## src/rtl/media_clock_timestamp_map_core_defines.svh

```systemverilog
// assertion macros for the timestamp map core
`ifndef MEDIA_CLOCK_TIMESTAMP_MAP_CORE_DEFINES_SVH
`define MEDIA_CLOCK_TIMESTAMP_MAP_CORE_DEFINES_SVH

// condition implies consequence in the same cycle
`define MCTM_ASSERT_IMPL(label, clk, rst, cond, cons, msg) \
  label: assert property (@(posedge clk) disable iff (rst) (cond) |-> (cons)) \
    else $error(msg);

// condition implies consequence in the next cycle
`define MCTM_ASSERT_NEXT(label, clk, rst, cond, cons, msg) \
  label: assert property (@(posedge clk) disable iff (rst) (cond) |=> (cons)) \
    else $error(msg);

`endif

```

## src/rtl/mctm_pkg.sv

```systemverilog
package mctm_pkg;

  localparam int DIV_STEPS = 64;

  localparam logic [29:0] NS_PER_S  = 30'd1000000000;
  localparam logic [29:0] Q16_ONE   = 30'd65536;
  localparam logic [17:0] SCALE_MIN = 18'd32768;
  localparam logic [17:0] SCALE_MAX = 18'd131072;

  // register indexes
  localparam logic [2:0] REG_SAMPLE_RATE    = 3'd0;
  localparam logic [2:0] REG_ANCHOR_RTP     = 3'd1;
  localparam logic [2:0] REG_ANCHOR_TIME_NS = 3'd2;
  localparam logic [2:0] REG_PLAYOUT_OFFSET = 3'd3;
  localparam logic [2:0] REG_RATE_SCALE     = 3'd4;
  localparam logic [2:0] REG_MAP_VALID      = 3'd5;

  typedef struct packed {
    logic              operation;
    logic [31:0]       rtp_timestamp;
    logic signed [63:0] network_time_ns;
  } query_t;

  typedef struct packed {
    logic              ok;
    logic signed [63:0] result_network_ns;
    logic [31:0]       result_rtp;
  } result_t;

  typedef struct packed {
    logic [19:0] samp_rate;
    logic [31:0] anchor_ts;
    logic [62:0] anchor_time_ns;
    logic [63:0] playout_offset;
    logic [17:0] rate_scale;
    logic        map_valid;
    logic [63:0] base;
    logic        enable;
  } cfg_t;

  // sideband carried through the dividers
  typedef struct packed {
    logic ok;
    logic op;
    logic neg;
  } ctx_t;

endpackage

```

## src/rtl/mctm_regs.sv

```systemverilog
module mctm_regs (
  input  logic           clk,
  input  logic           rst,
  input  logic           psel,
  input  logic           penable,
  input  logic           pwrite,
  input  logic [5:0]     paddr,
  input  logic [63:0]    pwdata,
  output logic [63:0]    prdata,
  output mctm_pkg::cfg_t cfg
);
  import mctm_pkg::*;

  logic       wr;
  logic [2:0] idx;
  logic [17:0] scale_raw;
  logic [17:0] scale_sat;

  assign wr  = psel && penable && pwrite;
  assign idx = paddr[5:3];

  // saturate rate scale writes
  always_comb begin
    scale_raw = pwdata[17:0];
    if (scale_raw < SCALE_MIN) begin
      scale_sat = SCALE_MIN;
    end else if (scale_raw > SCALE_MAX) begin
      scale_sat = SCALE_MAX;
    end else begin
      scale_sat = scale_raw;
    end
  end

  // register file, derived terms settle in the cycle after a write
  always_ff @(posedge clk) begin
    if (rst) begin
      cfg.samp_rate      <= 20'd1;
      cfg.anchor_ts      <= '0;
      cfg.anchor_time_ns <= '0;
      cfg.playout_offset <= '0;
      cfg.rate_scale     <= Q16_ONE[17:0];
      cfg.map_valid      <= 1'b0;
      cfg.base           <= '0;
      cfg.enable         <= 1'b0;
    end else begin
      if (wr) begin
        case (idx)
          REG_SAMPLE_RATE:    cfg.samp_rate      <= pwdata[19:0];
          REG_ANCHOR_RTP:     cfg.anchor_ts      <= pwdata[31:0];
          REG_ANCHOR_TIME_NS: cfg.anchor_time_ns <= pwdata[62:0];
          REG_PLAYOUT_OFFSET: cfg.playout_offset <= pwdata;
          REG_RATE_SCALE:     cfg.rate_scale     <= scale_sat;
          REG_MAP_VALID:      cfg.map_valid      <= pwdata[0];
          default: ;
        endcase
      end
      cfg.base   <= {1'b0, cfg.anchor_time_ns} + cfg.playout_offset;
      cfg.enable <= cfg.map_valid && (cfg.samp_rate != 20'd0);
    end
  end

  // read mux
  always_comb begin
    case (idx)
      REG_SAMPLE_RATE:    prdata = {44'd0, cfg.samp_rate};
      REG_ANCHOR_RTP:     prdata = {32'd0, cfg.anchor_ts};
      REG_ANCHOR_TIME_NS: prdata = {1'b0, cfg.anchor_time_ns};
      REG_PLAYOUT_OFFSET: prdata = cfg.playout_offset;
      REG_RATE_SCALE:     prdata = {46'd0, cfg.rate_scale};
      REG_MAP_VALID:      prdata = {63'd0, cfg.map_valid};
      default:            prdata = '0;
    endcase
  end

endmodule

```

## config.mk

```make
export PLATFORM = sky130hd
export DESIGN_NAME = mctm_regs
export DESIGN_NICKNAME = d
export VERILOG_FILES = /design/src/rtl/media_clock_timestamp_map_core_defines.svh /design/src/rtl/mctm_pkg.sv /design/src/rtl/mctm_regs.sv
export SDC_FILE = /design/constraint.sdc
export NUM_CORES = 1
export LEC_CHECK = 0
export BUFFER_PORTS_ARGS = -buffer_cell sky130_fd_sc_hd__buf_4
export CAP_MARGIN = 20
export CORE_ASPECT_RATIO = 0.75
export CORE_UTILIZATION = 50
export DETAILED_ROUTE_END_ITERATION = 10
export PLACE_DENSITY = 0.78
export SLEW_MARGIN = 20
export SYNTH_ARGS = -nofsm -noshare
export SYNTH_HDL_FRONTEND = slang
export SYNTH_SLANG_ARGS = --single-unit
```

## constraint.sdc

```tcl
create_clock -name clk -period 3.4 [get_ports clk]
set_input_delay 0.34 -clock clk [delete_from_list [all_inputs] [get_ports clk]]
set_output_delay 0.34 -clock clk [all_outputs]
set_load 0.005 [all_outputs]
```

## Word level (Yosys, flattened, before mapping)

Index checks and enable logic that the tools add are counted.

| word-level totals | value |
|---|---|
| flip-flop bits (word level) | 263 |
| bits of input ports | 75 |
| output and inout bits | 327 |
| word-level logic and storage cells | 30 |

| cells by class | value |
|---|---|
| add/subtract/negate cells | 1 |
| $lt $le $gt $ge | 2 |
| eq/ne operators | 5 |
| muxes and demuxes | 3 |
| reductions and logical operators | 11 |

Operator list:

| kind | count |
|---|---|
| one-hot mux 64 bit (6 select lines) | 1 |
| adder 63 x 64 -> 64 bit | 1 |
| two-way mux 18 bit | 2 |
| nonzero test 20 bit | 1 |
| > comparator 18 bit, second input constant | 1 |
| < comparator 18 x 16 -> 1 bit, second input constant | 1 |
| AND reduction 2 bit | 6 |
| equality test 3 x 2 -> 1 bit, second input constant | 2 |
| equality test 3 bit, second input constant | 2 |
| equality test 3 x 1 -> 1 bit, second input constant | 1 |
| logical AND 1 bit | 3 |
| zero test 3 bit | 1 |

## Longest topological paths before layout

| depth | value |
|---|---|
| depth after elaboration | 3 |
| depth in mapped cells | 11 |
| depth with buffers taken out | 11 |

## Worst setup path after synthesis

No wires, ideal clock.

| timing | value |
|---|---|
| path type | register -> register |
| start | register cfg[84] (netlist name) |
| end | register cfg[55] (netlist name) |
| setup time | 123 ps |
| arrival | 2823 ps |
| path slack | 453 ps |
| cell stages (with the launch flop) | 12 |
| cells stage by stage | dfxtp_1 > ha_1 > fa_1 > a21o_1 > a221o_1 > a21oi_1 > nand2_1 > a221o_1 > a21oi_4 > a21oi_2 > a21oi_1 > mux2_1 |

| on the way | value |
|---|---|
| longest elaborated chain between the ends | 1 |

RTL lines:

| what | RTL line | source |
|---|---|---|
| start: declaration | mctm_regs.sv:10 | `output mctm_pkg::cfg_t cfg` |
| adder 63 x 64 -> 64 bit | mctm_regs.sv:57 | `cfg.base <= {1'b0, cfg.anchor_time_ns} + cfg.playout_offset;` |

No other way between the ends.
A chain may end at the register's enable or synchronous reset.

## Final worst setup path

| timing | value |
|---|---|
| start | register cfg[84] (netlist name) |
| end | register cfg[61] (netlist name) |

Same word-level chain as after synthesis.

==> flow_metrics.env <==
export IMPL_start_kind="flop"
export IMPL_largest_reg_flops=263
export IMPL_top_register="cfg"
export IMPL_synth_xor_area_share_pct=3.08
export IMPL_drv_slew=0
export IMPL_netlist_top_cells_area="dfxtp_1 (39%), nand2_1 (12%), a21oi_1 (10%), ha_1 (5.8%), nor2_1 (3.7%)"
export IMPL_fin_crit_ns=3.38
export IMPL_synth_cell_area_mm2=0.0136
export IMPL_postSynthAreaPerCell_um2=7.82
export IMPL_die_h_um=145
export IMPL_firstDrtPassIters=8
export IMPL_h_tree_depth=1
export IMPL_drive_above_1_share_pct=25.5
export IMPL_synthAdderAreaFrac_pct=5.93
export IMPL_drt_wl_total_mm=50.9
export IMPL_syn_nets=1883
export IMPL_nFillCells=2245
export IMPL_finalSetupViolations=0
export IMPL_netlist_cell_type_count=76
export IMPL_fin_skew_ns=0.0246
export IMPL_async_flop_share_pct=0
export IMPL_hpwl_mm=37.4
export IMPL_p_leak_nw=7.59
export IMPL_synth_top_area_cell="dfxtp_1"
export IMPL_grt_max_degree=162
export IMPL_min_path_type="in -> reg"
export IMPL_synth_compound_area_share_pct=22.3
export IMPL_max_vdd_ir_drop_mv=0.328
export IMPL_insertedDiodeCount=0
export IMPL_whs_ns=0.0543
export IMPL_total_power_mw=6.32
export IMPL_worstMarginPinSlew_ns=1.09
export IMPL_p_per_area_mw_per_mm2=355
export IMPL_cts_buffers=26
export IMPL_fin_nets=2234
export IMPL_finalHoldViolCount=0
export IMPL_multi_input_area_mm2=0.00789
export IMPL_ios=402
export IMPL_cts_root_buf="clkbuf_16"
export IMPL_grt_pass1_vias=13402
export IMPL_grt_overflow=0
export IMPL_worstSetupPathType="reg -> reg"
export IMPL_hold_buffers=0
export IMPL_clock_latency_ns=0.54
export IMPL_critPathMaxFanout=4
export IMPL_gr_usage_all_layers_pct=35.1
export IMPL_max_cap_viol_count=0
export IMPL_area_delta_synth_final_pct=30.4
export IMPL_min_path_cells=3
export IMPL_failed_checks="design-rule violations"
export IMPL_place_gp_congestion=0.941
export IMPL_crit_chain="ha_1 > fa_1 > a21o_1 > a221o_1 > a21oi_1 > buf_4 > o21ai_1 > o211ai_1 > a31oi_2 > o21ai_2 > o211ai_1 > mux2_1"
export IMPL_hp_start="pwdata[52]"
export IMPL_r2r_slack_ns=0.02
export IMPL_cpMostUsedCell="o211ai_1"
export IMPL_die_w_um=193
export IMPL_r2r_end="cfg[61]$_SDFF_PP0_"
export IMPL_start_util_pct=51.8
export IMPL_grt_first_pass_wirelength_mm=77.6
export IMPL_status="complete, but fails checks"
export IMPL_fin_crit_sh_pct=99.4
export IMPL_routedWlPerCell_um=20.8
export IMPL_final_core_util_pct=67.5
export IMPL_r2r_start="cfg[84]$_SDFFE_PP0P_"
export IMPL_synth_simple_area_share_pct=21.1
export IMPL_reg_top3="cfg x263"
export IMPL_cts_tree="built"
export IMPL_clockBufferDepth=3
export IMPL_port_buffers=398
export IMPL_r2r_cells=12
export IMPL_crit_arrival_ns=3.80
export IMPL_route_vias_total=14512
export IMPL_final_antenna_net_count=0
export IMPL_crit_path_start="cfg[84]$_SDFFE_PP0P_"
export IMPL_die_area_mm2=0.0280
export IMPL_slowest_stage="fa_1"
export IMPL_routed_via_density=5.91
export IMPL_min_to="cfg[200]$_SDFFE_PP0P_"
export IMPL_rows=51
export IMPL_cp_data_required_time_ns=3.82
export IMPL_relSlewSlack_pct=27.4
export IMPL_cpPeakStageDelay_ns=0.42
export IMPL_synth_mux_area_share_pct=4.96
export IMPL_ys_flop_type="dfxtp_1"
export IMPL_core_mm2=0.0264
export IMPL_synth_edf_count=0
export IMPL_critPathCaptureType="flop"
export IMPL_fmax_mhz=296
export IMPL_yosysWarnings=0
export IMPL_fin_setup_tns_ns=0
export IMPL_syn_inst=1744
export IMPL_cts_sinks=263
export IMPL_yosys_area_top_type_share_pct=38.6
export IMPL_ys_ff_latch=263
export IMPL_setup_ws_ns=0.0214
export IMPL_ys_seq_area_share_pct=38.6
export IMPL_drt_iter0_drc=1483
export IMPL_synth_top_family_by_area="compound AO/OA/AOI/OAI gates"
export IMPL_pre_cts_slack_ns=0.0497
export IMPL_antenna_found_initial=0
export IMPL_regArea_mm2=0.00527
export IMPL_clk_pin_slew_ns=0.06
export IMPL_drc=41
export IMPL_rsz0062_at_grt="true"
per-layer routing:
layer  part of all wire, %  global-route usage (%)
met1                    43                    50.1
met4                   2.8                    10.1
met3                    10                    6.87
met5                     0                       0
met2                    44                    53.4
layout make-up:
cell class | count | share of cell area [%]
multi-input cells | 1348 | 44.4
clock inverters | 6 | 0.331
flip-flops and latches | 263 | 29.6
well taps | 344 | 2.42
repair buffers | 435 | 18.6
inverters | 21 | 0.443
clock buffers | 37 | 4.18
stage by stage:
step	instance area [um^2]	std cells
6_report	17800	2454
5_1_grt	17800	2454
4_1_cts	17700	2454
3_5_place_dp	16900	2411
3_3_place_gp	16900	2411
2_1_floorplan	13600	1744
worst max-delay path: cells and delay by family (launching register included):
kind	cells	cell delay (ns)
fa+ha+maj	2	0.66
mux	1	0.32
buf+inv	1	0.16
flops	1	0.32
compound gates	8	1.81
power by group:
part / switching [mW] / internal (mW)
sequential: 0.0227 / 3.10
combinational: 0.240 / 0.148
clock: 1.22 / 1.59
total: 1.48 / 4.84
cell families (layout without fill, tap and decap cells):
group | Yosys count | after routing
adders and majority gates | 64 | 64
buffers and inverters | 133 | 499
xor gates and xnor gates | 48 | 48
muxes | 51 | 51
AOI/OAI and AO/OA | 495 | 495
DFF | 263 | 263
and+or+nand+nor | 690 | 690
synthesized netlist by cell type, types with 12 or more instances:
library cell  instances
a22o_1               31
dfxtp_1             263
nand3_1              16
nand2_1             436
o21ai_0              31
ha_1                 63
nor2_1              133
o21bai_1             14
mux2_2               13
inv_1                21
nor3_1               21
a21oi_1             275
nor2b_1              18
mux2i_1              20
clkbuf_1             95
a21o_1               24
a22oi_1              26
nor4_1               14
nand4_1              12
xor2_1               22
xnor2_1              26
cell usage in the layout, fill, tap and decap left out, drive strengths merged, types with 6 or more instances in the layout:
master / n
a21o: 26
o21a: 12
nor3: 21
o21ai: 44
nand2b: 8
dfxtp: 263
a22oi: 26
clkbuf: 38
a31oi: 6
nand3: 16
xnor2: 26
mux4: 11
a22o: 31
a21oi: 280
a211oi: 7
inv: 22
o22ai: 10
and3: 10
xor2: 22
ha: 63
buf: 434
nor2: 133
mux2: 20
and2: 6
mux2i: 20
nand4: 12
nor4: 14
o211ai: 7
nor2b: 18
o21bai: 14
nand2: 436
repair_timing:
item / in CTS / in global routing
endpoints found under the setup margin: 0 / 8
buffers inserted: 0 / 0
resized for setup: 0 / 9
worst max-delay path by stage:
stage,to,slack (ns),depth (start not counted)
after floorplan,cfg[55]$_SDFF_PP0_,0.45,11
after global placement,cfg[61]$_SDFF_PP0_,0.11,12
after detailed placement,cfg[61]$_SDFF_PP0_,0.05,12
after CTS,cfg[61]$_SDFF_PP0_,0.02,12
after global routing,cfg[61]$_SDFF_PP0_,-0.08,12
final,cfg[61]$_SDFF_PP0_,0.02,12
(Power assumes the default switching activity.)
